$ cat src/design/hmbp_pkg.sv
// ============================================================================
// hmbp_pkg
// Shared types, constants and microcode for the binaural head-model panner.
// ============================================================================
package hmbp_pkg;

  // Default widths
  localparam int unsigned SampleBitsDef   = 24;
  localparam int unsigned CoefFracBitsDef = 16;

  // Register file: four coefficients per ear, left ear first
  localparam int unsigned NumRegs   = 8;
  localparam int unsigned RegIdxW   = 3;
  localparam int unsigned PcW       = 3;

  // Multiplier operand (sample side)
  typedef enum logic [1:0] {
    OPD_X  = 2'd0,  // current input
    OPD_XP = 2'd1,  // previous input
    OPD_HP = 2'd2,  // previous shadow value
    OPD_HY = 2'd3   // new shadow value minus previous output
  } opd_sel_e;

  // Coefficient slot within one ear
  typedef enum logic [1:0] {
    CF_B0 = 2'd0,
    CF_B1 = 2'd1,
    CF_A1 = 2'd2,
    CF_G  = 2'd3
  } coef_sel_e;

  // Accumulator operation
  typedef enum logic [2:0] {
    ACC_HOLD = 3'd0,
    ACC_LOAD = 3'd1,  // acc = product
    ACC_ADD  = 3'd2,  // acc += product
    ACC_SUB  = 3'd3,  // acc -= product
    ACC_HP   = 3'd4   // acc = previous shadow scaled to coefficient fraction
  } acc_op_e;

  // One control word of the step program
  typedef struct packed {
    opd_sel_e  opd;
    coef_sel_e coef;
    acc_op_e   acc_op;
    logic      take_h;  // round, saturate and hold the shadow value
    logic      take_y;  // round, saturate and commit the ear's history
    logic      last;    // end of the ear's program
  } uword_t;

  // Sequencer to datapath control
  typedef struct packed {
    logic   load_x;  // capture the accepted sample
    logic   step;    // execute the current control word
    logic   ear;     // 0 left, 1 right
    uword_t uw;
  } dp_ctrl_t;

  // Step program for one ear (run once per ear)
  function automatic uword_t ucode_rom(input logic [PcW-1:0] pc);
    uword_t w;
    w = '{opd: OPD_X, coef: CF_B0, acc_op: ACC_HOLD, take_h: 1'b0, take_y: 1'b0,
          last: 1'b0};
    case (pc)
      3'd0: begin
        w.opd = OPD_X;  w.coef = CF_B0; w.acc_op = ACC_LOAD;
      end
      3'd1: begin
        w.opd = OPD_XP; w.coef = CF_B1; w.acc_op = ACC_ADD;
      end
      3'd2: begin
        w.opd = OPD_HP; w.coef = CF_A1; w.acc_op = ACC_SUB;
      end
      3'd3: begin
        w.acc_op = ACC_HP; w.take_h = 1'b1;
      end
      3'd4: begin
        w.opd = OPD_HY; w.coef = CF_G;  w.acc_op = ACC_ADD;
      end
      3'd5: begin
        w.take_y = 1'b1; w.last = 1'b1;
      end
      default: begin
        w.last = 1'b1;
      end
    endcase
    return w;
  endfunction

endpackage

$ cat src/design/hmbp_datapath.sv
// ============================================================================
// hmbp_datapath
// Shared multiply-accumulate datapath, coefficient registers and per-ear
// filter history, fed one sequencer control word per cycle unless stalled.
// ============================================================================
module hmbp_datapath
  import hmbp_pkg::*;
#(
  parameter int unsigned SAMPLE_BITS    = SampleBitsDef,
  parameter int unsigned COEF_FRAC_BITS = CoefFracBitsDef
) (
  input  logic                          clk_i,
  input  logic                          rst_ni,
  input  logic                          cfg_we_i,
  input  logic [RegIdxW-1:0]            cfg_idx_i,
  input  logic [COEF_FRAC_BITS+1:0]     cfg_data_i,
  input  dp_ctrl_t                      ctrl_i,
  input  logic signed [SAMPLE_BITS-1:0] sample_i,
  output logic signed [SAMPLE_BITS-1:0] result_o
);

  localparam int unsigned CoefW = COEF_FRAC_BITS + 2;
  localparam int unsigned ProdW = CoefW + SAMPLE_BITS + 1;
  localparam int unsigned AccW  = CoefW + SAMPLE_BITS + 2;

  localparam logic signed [AccW-1:0] RndHalf =
    {{(AccW-COEF_FRAC_BITS){1'b0}}, 1'b1, {(COEF_FRAC_BITS-1){1'b0}}};
  localparam logic signed [AccW-1:0] SatMax =
    {{(AccW-SAMPLE_BITS+1){1'b0}}, {(SAMPLE_BITS-1){1'b1}}};
  localparam logic signed [AccW-1:0] SatMin = ~SatMax;
  localparam logic [CoefW-1:0] CoefOne =
    {2'b01, {COEF_FRAC_BITS{1'b0}}};

  logic signed [CoefW-1:0]       coef_q [NumRegs];
  logic signed [SAMPLE_BITS-1:0] x_q;
  logic signed [SAMPLE_BITS-1:0] h_q;
  logic signed [SAMPLE_BITS-1:0] xp_q [2];
  logic signed [SAMPLE_BITS-1:0] hp_q [2];
  logic signed [SAMPLE_BITS-1:0] yp_q [2];
  logic signed [AccW-1:0]        acc_q, acc_d;

  logic [RegIdxW-1:0]            coef_idx;
  logic signed [CoefW-1:0]       coef_op;
  logic signed [SAMPLE_BITS:0]   smp_op;
  logic signed [ProdW-1:0]       prod;
  logic signed [AccW-1:0]        prod_ext;
  logic signed [AccW-1:0]        rnd;
  logic signed [AccW-1:0]        shifted;
  logic signed [SAMPLE_BITS-1:0] sat_val;

  // Coefficient registers, written from the configuration port
  always_ff @(posedge clk_i or negedge rst_ni) begin
    if (!rst_ni) begin
      for (int i = 0; i < NumRegs; i++) begin
        coef_q[i] <= ((i % 4) == 0) ? CoefOne : '0;
      end
    end else if (cfg_we_i) begin
      coef_q[cfg_idx_i] <= cfg_data_i;
    end
  end

  // Select multiplier operands
  assign coef_idx = {ctrl_i.ear, ctrl_i.uw.coef};
  assign coef_op  = coef_q[coef_idx];

  always_comb begin
    case (ctrl_i.uw.opd)
      OPD_X:   smp_op = (SAMPLE_BITS+1)'(x_q);
      OPD_XP:  smp_op = (SAMPLE_BITS+1)'(xp_q[ctrl_i.ear]);
      OPD_HP:  smp_op = (SAMPLE_BITS+1)'(hp_q[ctrl_i.ear]);
      OPD_HY:  smp_op = (SAMPLE_BITS+1)'(h_q) - (SAMPLE_BITS+1)'(yp_q[ctrl_i.ear]);
      default: smp_op = '0;
    endcase
  end

  assign prod     = coef_op * smp_op;
  assign prod_ext = AccW'(prod);

  // Accumulate
  always_comb begin
    case (ctrl_i.uw.acc_op)
      ACC_LOAD: acc_d = prod_ext;
      ACC_ADD:  acc_d = acc_q + prod_ext;
      ACC_SUB:  acc_d = acc_q - prod_ext;
      ACC_HP:   acc_d = AccW'(hp_q[ctrl_i.ear]) <<< COEF_FRAC_BITS;
      default:  acc_d = acc_q;
    endcase
  end

  // Round half up, drop the fraction, saturate to the sample range
  assign rnd     = acc_q + RndHalf;
  assign shifted = rnd >>> COEF_FRAC_BITS;

  always_comb begin
    if (shifted > SatMax) begin
      sat_val = SatMax[SAMPLE_BITS-1:0];
    end else if (shifted < SatMin) begin
      sat_val = SatMin[SAMPLE_BITS-1:0];
    end else begin
      sat_val = shifted[SAMPLE_BITS-1:0];
    end
  end

  assign result_o = sat_val;

  // Working registers
  always_ff @(posedge clk_i) begin
    if (ctrl_i.load_x) begin
      x_q <= sample_i;
    end
    if (ctrl_i.step) begin
      acc_q <= acc_d;
      if (ctrl_i.uw.take_h) begin
        h_q <= sat_val;
      end
    end
  end

  // Filter history, cleared at reset, committed at the end of each ear
  always_ff @(posedge clk_i or negedge rst_ni) begin
    if (!rst_ni) begin
      for (int i = 0; i < 2; i++) begin
        xp_q[i] <= '0;
        hp_q[i] <= '0;
        yp_q[i] <= '0;
      end
    end else if (ctrl_i.step && ctrl_i.uw.take_y) begin
      xp_q[ctrl_i.ear] <= x_q;
      hp_q[ctrl_i.ear] <= h_q;
      yp_q[ctrl_i.ear] <= sat_val;
    end
  end

endmodule

$ cat src/design/head_model_binaural_panner.sv
// ============================================================================
// head_model_binaural_panner
// Spherical-head binaural panner: mono sample in, left and right samples out.
// ============================================================================
// Usage:
//   Input channel (in_valid_i/in_ready_o, mono_sample_i) takes one signed
//   sample per beat. Output channel (out_valid_o/out_ready_i) returns one beat
//   carrying left_sample_o and right_sample_o for every input beat, in order.
//   Each ear runs a head-shadow filter then an allpass delay stage through
//   one shared multiply-accumulate unit, stepped by a six-word program.
//   The left ear's program runs, then the right ear's, and both results are
//   loaded into the output register. A new sample is taken only once both
//   ears are done. The output register frees the sequencer: a new sample is
//   taken while the previous result still waits. If the receiver stalls, the
//   sequencer holds at its final step until the output register is free;
//   nothing is dropped. Coefficients (Q2.16, index 0..3 left b0,b1,a1,g; 4..7
//   right) are written through cfg_we_i/cfg_idx_i/cfg_data_i, by the user
//   only while the block is idle; the block does not enforce this. Reset
//   sets b0 to one, all other coefficients and all history to zero.
// ============================================================================
module head_model_binaural_panner
  import hmbp_pkg::*;
#(
  parameter int unsigned SAMPLE_BITS    = SampleBitsDef,
  parameter int unsigned COEF_FRAC_BITS = CoefFracBitsDef
) (
  input  logic                          clk_i,
  input  logic                          rst_ni,
  input  logic                          cfg_we_i,
  input  logic [RegIdxW-1:0]            cfg_idx_i,
  input  logic [COEF_FRAC_BITS+1:0]     cfg_data_i,
  input  logic                          in_valid_i,
  output logic                          in_ready_o,
  input  logic signed [SAMPLE_BITS-1:0] mono_sample_i,
  output logic                          out_valid_o,
  input  logic                          out_ready_i,
  output logic signed [SAMPLE_BITS-1:0] left_sample_o,
  output logic signed [SAMPLE_BITS-1:0] right_sample_o
);

  typedef enum logic [1:0] {
    ST_IDLE = 2'b01,
    ST_RUN  = 2'b10
  } seq_state_e;

  seq_state_e                    state_q, state_d;
  logic [PcW-1:0]                pc_q, pc_d;
  logic                          ear_q, ear_d;
  logic                          out_valid_q;
  logic signed [SAMPLE_BITS-1:0] left_res_q;
  logic signed [SAMPLE_BITS-1:0] left_out_q, right_out_q;

  uword_t                        uw;
  dp_ctrl_t                      ctrl;
  logic                          accept;
  logic                          running;
  logic                          stall;
  logic                          advance;
  logic                          finish;
  logic signed [SAMPLE_BITS-1:0] dp_result;

  assign in_ready_o = (state_q == ST_IDLE);
  assign accept     = in_valid_i && in_ready_o;
  assign running    = (state_q == ST_RUN);

  // Fetch the control word; hold at the last step while the output is full
  assign uw      = ucode_rom(pc_q);
  assign stall   = uw.last && ear_q && out_valid_q && !out_ready_i;
  assign advance = running && !stall;
  assign finish  = advance && uw.last && ear_q;

  assign ctrl.load_x = accept;
  assign ctrl.step   = advance;
  assign ctrl.ear    = ear_q;
  assign ctrl.uw     = uw;

  // Sequencer
  always_comb begin
    state_d = state_q;
    pc_d    = pc_q;
    ear_d   = ear_q;
    unique case (state_q)
      ST_IDLE: begin
        if (accept) begin
          state_d = ST_RUN;
          pc_d    = '0;
          ear_d   = 1'b0;
        end
      end
      ST_RUN: begin
        if (advance) begin
          if (uw.last) begin
            pc_d = '0;
            if (ear_q) begin
              state_d = ST_IDLE;
            end else begin
              ear_d = 1'b1;
            end
          end else begin
            pc_d = pc_q + 1'b1;
          end
        end
      end
      default: begin
        state_d = ST_IDLE;
      end
    endcase
  end

  always_ff @(posedge clk_i or negedge rst_ni) begin
    if (!rst_ni) begin
      state_q <= ST_IDLE;
      pc_q    <= '0;
      ear_q   <= 1'b0;
    end else begin
      state_q <= state_d;
      pc_q    <= pc_d;
      ear_q   <= ear_d;
    end
  end

  hmbp_datapath #(
    .SAMPLE_BITS    (SAMPLE_BITS),
    .COEF_FRAC_BITS (COEF_FRAC_BITS)
  ) u_datapath (
    .clk_i      (clk_i),
    .rst_ni     (rst_ni),
    .cfg_we_i   (cfg_we_i),
    .cfg_idx_i  (cfg_idx_i),
    .cfg_data_i (cfg_data_i),
    .ctrl_i     (ctrl),
    .sample_i   (mono_sample_i),
    .result_o   (dp_result)
  );

  // Hold the left result until the right ear is done, then load the output
  always_ff @(posedge clk_i) begin
    if (advance && uw.last && !ear_q) begin
      left_res_q <= dp_result;
    end
    if (finish) begin
      left_out_q  <= left_res_q;
      right_out_q <= dp_result;
    end
  end

  // Output valid: set on finish, drop when the beat is taken
  always_ff @(posedge clk_i or negedge rst_ni) begin
    if (!rst_ni) begin
      out_valid_q <= 1'b0;
    end else if (finish) begin
      out_valid_q <= 1'b1;
    end else if (out_ready_i) begin
      out_valid_q <= 1'b0;
    end
  end

  assign out_valid_o    = out_valid_q;
  assign left_sample_o  = left_out_q;
  assign right_sample_o = right_out_q;

endmodule
$ cat config.mk
export PLATFORM = sky130hd
export DESIGN_NAME = head_model_binaural_panner
export DESIGN_NICKNAME = d
export VERILOG_FILES = /design/src/design/hmbp_pkg.sv /design/src/design/hmbp_datapath.sv /design/src/design/head_model_binaural_panner.sv
export SDC_FILE = /design/constraint.sdc
export NUM_CORES = 2
export LEC_CHECK = 0
export BUFFER_PORTS_ARGS = -buffer_cell sky130_fd_sc_hd__buf_4
export CORE_MARGIN = 3
export CORE_UTILIZATION = 27
export DETAILED_ROUTE_END_ITERATION = 8
export PLACE_DENSITY_LB_ADDON = 0.15
export SLEW_MARGIN = 20
export SYNTH_ARGS = -nofsm -noshare
export SYNTH_HDL_FRONTEND = slang
export SYNTH_SLANG_ARGS = --single-unit
$ cat constraint.sdc
create_clock -name clk_i -period 16 [get_ports clk_i]
set_input_delay 0.8 -clock clk_i [delete_from_list [all_inputs] [get_ports clk_i]]
set_output_delay 0.8 -clock clk_i [all_outputs]
set_load 0.01 [all_outputs]
======== Word level (Yosys, flattened, before mapping) ========
Cells that the tools add are included.
W data, S select, Z words.
word-level totals
  register bits ........................... 459
  latch bits .............................. 0
  bits in writable memories ............... 0
  bits in read-only memories .............. 0
  bits of input ports ..................... 50
  output and inout bits ................... 50
  logic and storage cells ................. 128
  memories kept ........................... 0
cells by class
  $add $sub $neg .......................... 5
  multiply operators ...................... 1
  div/mod/pow operators ................... 0
  order comparisons ....................... 7
  eq/ne operators ......................... 18
  shift operators ......................... 0
  mux-type cells .......................... 44
  bitwise logic cells ..................... 3
  reductions and logical operators ........ 26
operators by type and width
  operator                  number
  $mux W24                  12
  $pmux W44 S4              1
  $bwmux W144               1
  $bwmux W48                3
  $pmux W25 S4              1
  $bmux W18 S3              1
  $demux W18 S3             1
  $mux W18                  3
  $add A44 B17 Y44 const B  1
  $add A44 B43 Y44          1
  $sub A44 B43 Y44          1
  $mul A18 B25 Y43          1
  $gt A28 B24 Y1 const B    1
  $lt A28 B24 Y1 const B    1
  $sub A24 B24 Y25          1
  $demux W24 S1             1
  $eq A3 B2 Y1 const B      4
  $pmux W3 S4               1
  $pmux W4 S3               1
  $logic_and A1 B1 Y1       11
  $eq A3 B3 Y1 const B      3
  $mux W3                   3
  $ge A4 B4 Y1 const B      2
  $mux W1                   8
  25 further kinds          40

======== Depth between registers and ports, before layout ========
  depth in word-level cells ............... 11
  depth in mapped cells ................... 55
  mapped depth without buffers ............ 50

======== Hierarchy ========
A second synthesis with hierarchy kept.
unflattened totals
  cells, all modules ...................... 3,924
  area total of the unflattened synthesis .. 40,485.1 µm²
by module, submodules not included
  module                      instances  cells each  area each (µm²)  seq. area each (µm²)
  hmbp_datapath               1          3,798       37,798.8         9,972.1
  head_model_binaural_panner  1          126         2,686.3          2,338.5

======== Worst setup path before layout ========
OpenSTA, ideal clock, no wires.
  path kind ............................... register to register
  start point ............................. reg ear_q
  end point ............................... reg u_datapath.acc_q[40] (data pin)
  setup time .............................. 261 ps
  arrival time ............................ 13,342 ps
  data required time ...................... 15,739 ps
  setup slack ............................. 2,397 ps
  cell stages (with the launch flop) ...... 52
  path buffers ............................ 7
  clock period less this slack ............ 13,603 ps
  path through ............................ dfrtp_1 > clkbuf_1 > clkbuf_1 > clkbuf_1 > buf_1 > buf_1 > mux2i_1 > ha_1 > nor2b_1 > o21ai_0 > nand2b_1 > a31oi_1 > o21ai_0 > a41oi_1 > a21oi_1 > o21a_1 > o21a_1 > o31ai_1 > [... 16 more ...] > o21ai_0 > a311oi_2 > xnor2_1 > or4_1 > or4_4 > o41ai_1 > xor2_1 > ha_1 > a21o_1 > a21oi_1 > inv_1 > or4_1 > a31oi_1 > nor3_1 > a31o_2 > a221oi_1 > xnor2_1 > a221o_1
on the way
  longest elaborated chain between the ends .. 9
  elaborated cells on any way between the ends .. 20
  classes of those cells .................. add/sub: 3; mul: 1; mux: 14; bitwise: 2
ends and longest elaborated chain
  what                                                  line                                      RTL
  start: declaration                                    head_model_binaural_panner.sv:48          logic ear_q, ear_d;
  start signal: assignment                              head_model_binaural_panner.sv:118         ear_q <= ear_d;
  $not A1 Y2 (not written as such)                      --
  $mux W24 (not written as such) (3 in a row)           hmbp_datapath.sv:71                       OPD_HY: smp_op = (SAMPLE_BITS+1)'(h_q) - (SAMPLE_BITS+1)'(yp_q[ctrl_i.ear]);
  $sub A24 B24 Y25                                      hmbp_datapath.sv:71
  $pmux W25 S4                                          hmbp_datapath.sv:67                       case (ctrl_i.uw.opd)
  $mul A18 B25 Y43                                      hmbp_datapath.sv:76                       assign prod = coef_op * smp_op;
  $sub A44 B43 Y44 or $add A44 B43 Y44 (tied branches)  hmbp_datapath.sv:84, hmbp_datapath.sv:83
  $pmux W44 S4 *                                        hmbp_datapath.sv:81                       case (ctrl_i.uw.acc_op)
  via u_datapath.acc_d[40]                              hmbp_datapath.sv:40                       logic signed [AccW-1:0] acc_q, acc_d;
  end signal: assignment                                hmbp_datapath.sv:112                      acc_q <= acc_d;
  end: declaration                                      hmbp_datapath.sv:40
Mark *: on every way through the listed nets, which the timed path passes. The rest lies on a longest branch. The select of a mux whose other input is x is not followed.
A chain may end at the register's enable or synchronous reset.

======== Worst setup path after layout ========
Ends and elaborated chain as after synthesis.

==> flow_summary_export.csv <==
group,metric,value,unit
route,top_layer_used,"met4",
worst_setup_path,arrival,15.17,ns
timing,fmax,0.0675,GHz
timing,hold_viol,0,
run,maxCapViolations,0,
die,die_x,391,um
logic_synthesis,netlist_top_cells_count,"564 x inv_1, 443 x fa_1, 399 x nand2_1",
cts,cts_buffer_depth,3,
route,wire_per_inst,22.2,um
logic_synthesis,synth_area_per_cell,10.2,sq um
die,ios,100,
cts,clockRootBuffer,"clkbuf_16",
route,met2WireLength,61700,um
worst_setup_path,worstPathMaxFanout,39,
finish,drive_above_1_share,0.142,
global_routing,grt_usage,0.174,
cts,postCtsHoldBufs,0,
route,drt-met1-wl,62800,um
logic_synthesis,async_flop_share,0.643,
logic_synthesis,ys_ff_latch,459,
cts,post_cts_buffers,0,
global_routing,grt_max_degree,75,
logic_synthesis,synthCells,3944,
logic_synthesis,synth-main-ff-cell,"dfrtp_1",
worst_setup_path,max_stage_delay,1.04,ns
finish,regArea,12300,sq um
timing,final.setup.tns,0,ns
route,wirelength,132000,um
finish,fin_area,45100,sq um
cts,clk_latency,0.63,ns
timing,fin_crit_sh,0.925,
finish,area_growth,12.6,%
status,status,"completed",
timing,fin_worst_skew,0.0381,ns
finish,multi_input_area,25100,sq um
logic_synthesis,synthTopCellsByArea,"fa_1 22%, dfrtp_1 18%, edfxtp_1 12%",
route,first_pass_iters,5,
die,chipHeight,391,um
logic_synthesis,synth-edff-count,164,
cts,cts_tree,"yes",
global_routing,grt_pass1_vias,29937,
cts,clkTransAtPathRegs,0.07,ns
timing,drv_slew,0,
logic_synthesis,yosysTopAreaCell,"fa_1",
logic_synthesis,synth_top_area_frac,0.221,
logic_synthesis,syn_nets,4619,
worst_setup_path,worstSetupPathType,"flip-flop to flip-flop",
logic_synthesis,synth_area,40100,sq um
timing,setup_viol,0,
worst_setup_path,crit_slowest_cell,"a221o_1",
route,wl_met3,5940,um
placed_design,gp_routability_congestion,0.840,
die,rows,140,
timing,max_slew_margin,0.163,
placed_design,placed_area,43300,sq um
route,route.detailed.drc,0,
route,antenna_left,0,
finish,fin_nets,4675,
die,die-area,153000,sq um
placed_design,dp_hpwl,102000,um
logic_synthesis,synth-seq-area-share,0.307,
finish,diodes,0,
worst_setup_path,crit_path_start_kind,"flip-flop",
timing,fin_crit,14.81,ns
worst_hold_path,hold_class,"input pin to asynchronous set/reset pin",
cts,numCtsBuffers,53,
route,num_vias,28999,
cts,clkSinkCount,459,
route,routed_via_density,4.86,
global_routing,grt_pass1_wl,200000,um
finish,fill_cells,15205,
logic_synthesis,synth_cell_type_count,86,
route,drt_iter0_markers,1854,
die,start_util,0.274,
worst_setup_path,reg2reg_slack,1.19,ns
logic_synthesis,yosysMostFrequentCell,"inv_1",
cts,cts.repair.resized,0,
die,core,146000,sq um
global_routing,grt.overflow.total,0,
logic_synthesis,ys_warn_count,0,
timing,rsz0062_at_grt,"no",
timing,tightest_slew,1.26,ns
placed_design,port_buffers,99,
global_routing,antenna_found_initial,8,
worst_setup_path,required,16.36,ns
cts,htree_levels,2,
timing,whs,0.0679,ns
finish,finish.utilization,0.308,
worst_setup_path,setup.worst_path.end_class,"flip-flop",
## state kept, by name (all words and copies together), names as in the netlist
name               flops
ear_q                  1
left_sample_o         24
u_datapath.x_q        24
left_res_q            24
u_datapath.yp_q       48
u_datapath.hp_q       48
out_valid_o            1
u_datapath.coef_q    144
u_datapath.xp_q       48
u_datapath.h_q        24
pc_q                   3
state_q                2
u_datapath.acc_q      44
right_sample_o        24
## per-stage QoR
step | cells | worst slack (ns)
floorplan | 3944 | 2.40
global placement | 5862 | 1.46
detailed placement | 5862 | 1.45
CTS | 5962 | 1.34
global route | 5962 | 0.533
finish | 5962 | 1.19
## logic make-up (layout without fill, tap and decap cells)
family | count (synthesis) | after routing | share of synthesized area
buffers and inverters | 738 | 839 | 0.0694
flip-flops | 459 | 459 | 0.307
multiplexers | 321 | 321 | 0.0881
AO/OA/AOI/OAI | 670 | 670 | 0.112
AND/OR/NAND/NOR | 977 | 977 | 0.111
XOR/XNOR | 154 | 154 | 0.0337
adder cells (fa/ha/maj) | 625 | 625 | 0.278
## worst paths after layout
path | start | endpoint | cells after the start
max | ear_q | u_datapath.acc_q[40] | 44
min | rst_ni | u_datapath.coef_q[126] | 1
max reg2reg | ear_q | u_datapath.acc_q[40] | 44
min reg2reg | left_res_q[19] | left_sample_o[19] | 0
max in group asynchronous | rst_ni | u_datapath.coef_q[22] | 3
min in group clk_i | mono_sample_i[23] | u_datapath.x_q[23] | 1
## final cells by class
class	count	area share
Tap cell	1917	0.0532
Sequential cell	459	0.273
Multi-Input combinational cell	2747	0.557
Clock inverter	30	0.00788
Inverter	564	0.0469
Timing Repair Buffer	175	0.0293
Clock buffer	70	0.0331
## critical path: cells and delay by family, from the launching register on
family,cells,cell delay (ns)
AO/OA/AOI/OAI,16,4.98
adder cells (fa/ha/maj),9,4.13
AND/OR/NAND/NOR,7,2.45
buffers and inverters,7,1.01
flip-flops,1,0.84
XOR/XNOR,4,0.78
multiplexers,1,0.32
## layer usage
layer	track usage	up-vias
li1	-	13291
met1	0.248	14970
met2	0.285	632
met3	0.0225	106
met4	0.0284	0
met5	0	-
## placed cells by master, fill, tap and decap left out, types with 62 or more instances in the layout
cell	n
nor2_1	289
ha_1	182
nand2_1	399
inv_1	564
fa_1	443
buf_4	174
xnor2_1	83
mux2_2	240
xor2_1	71
edfxtp_1	164
dfrtp_1	291
o21ai_0	102
o22ai_1	62
a21oi_1	141
mux2i_1	77
Power is left out: the tool's default activity adds up to more than one toggle a clock period on the data nets, which glitch-free logic cannot reach.
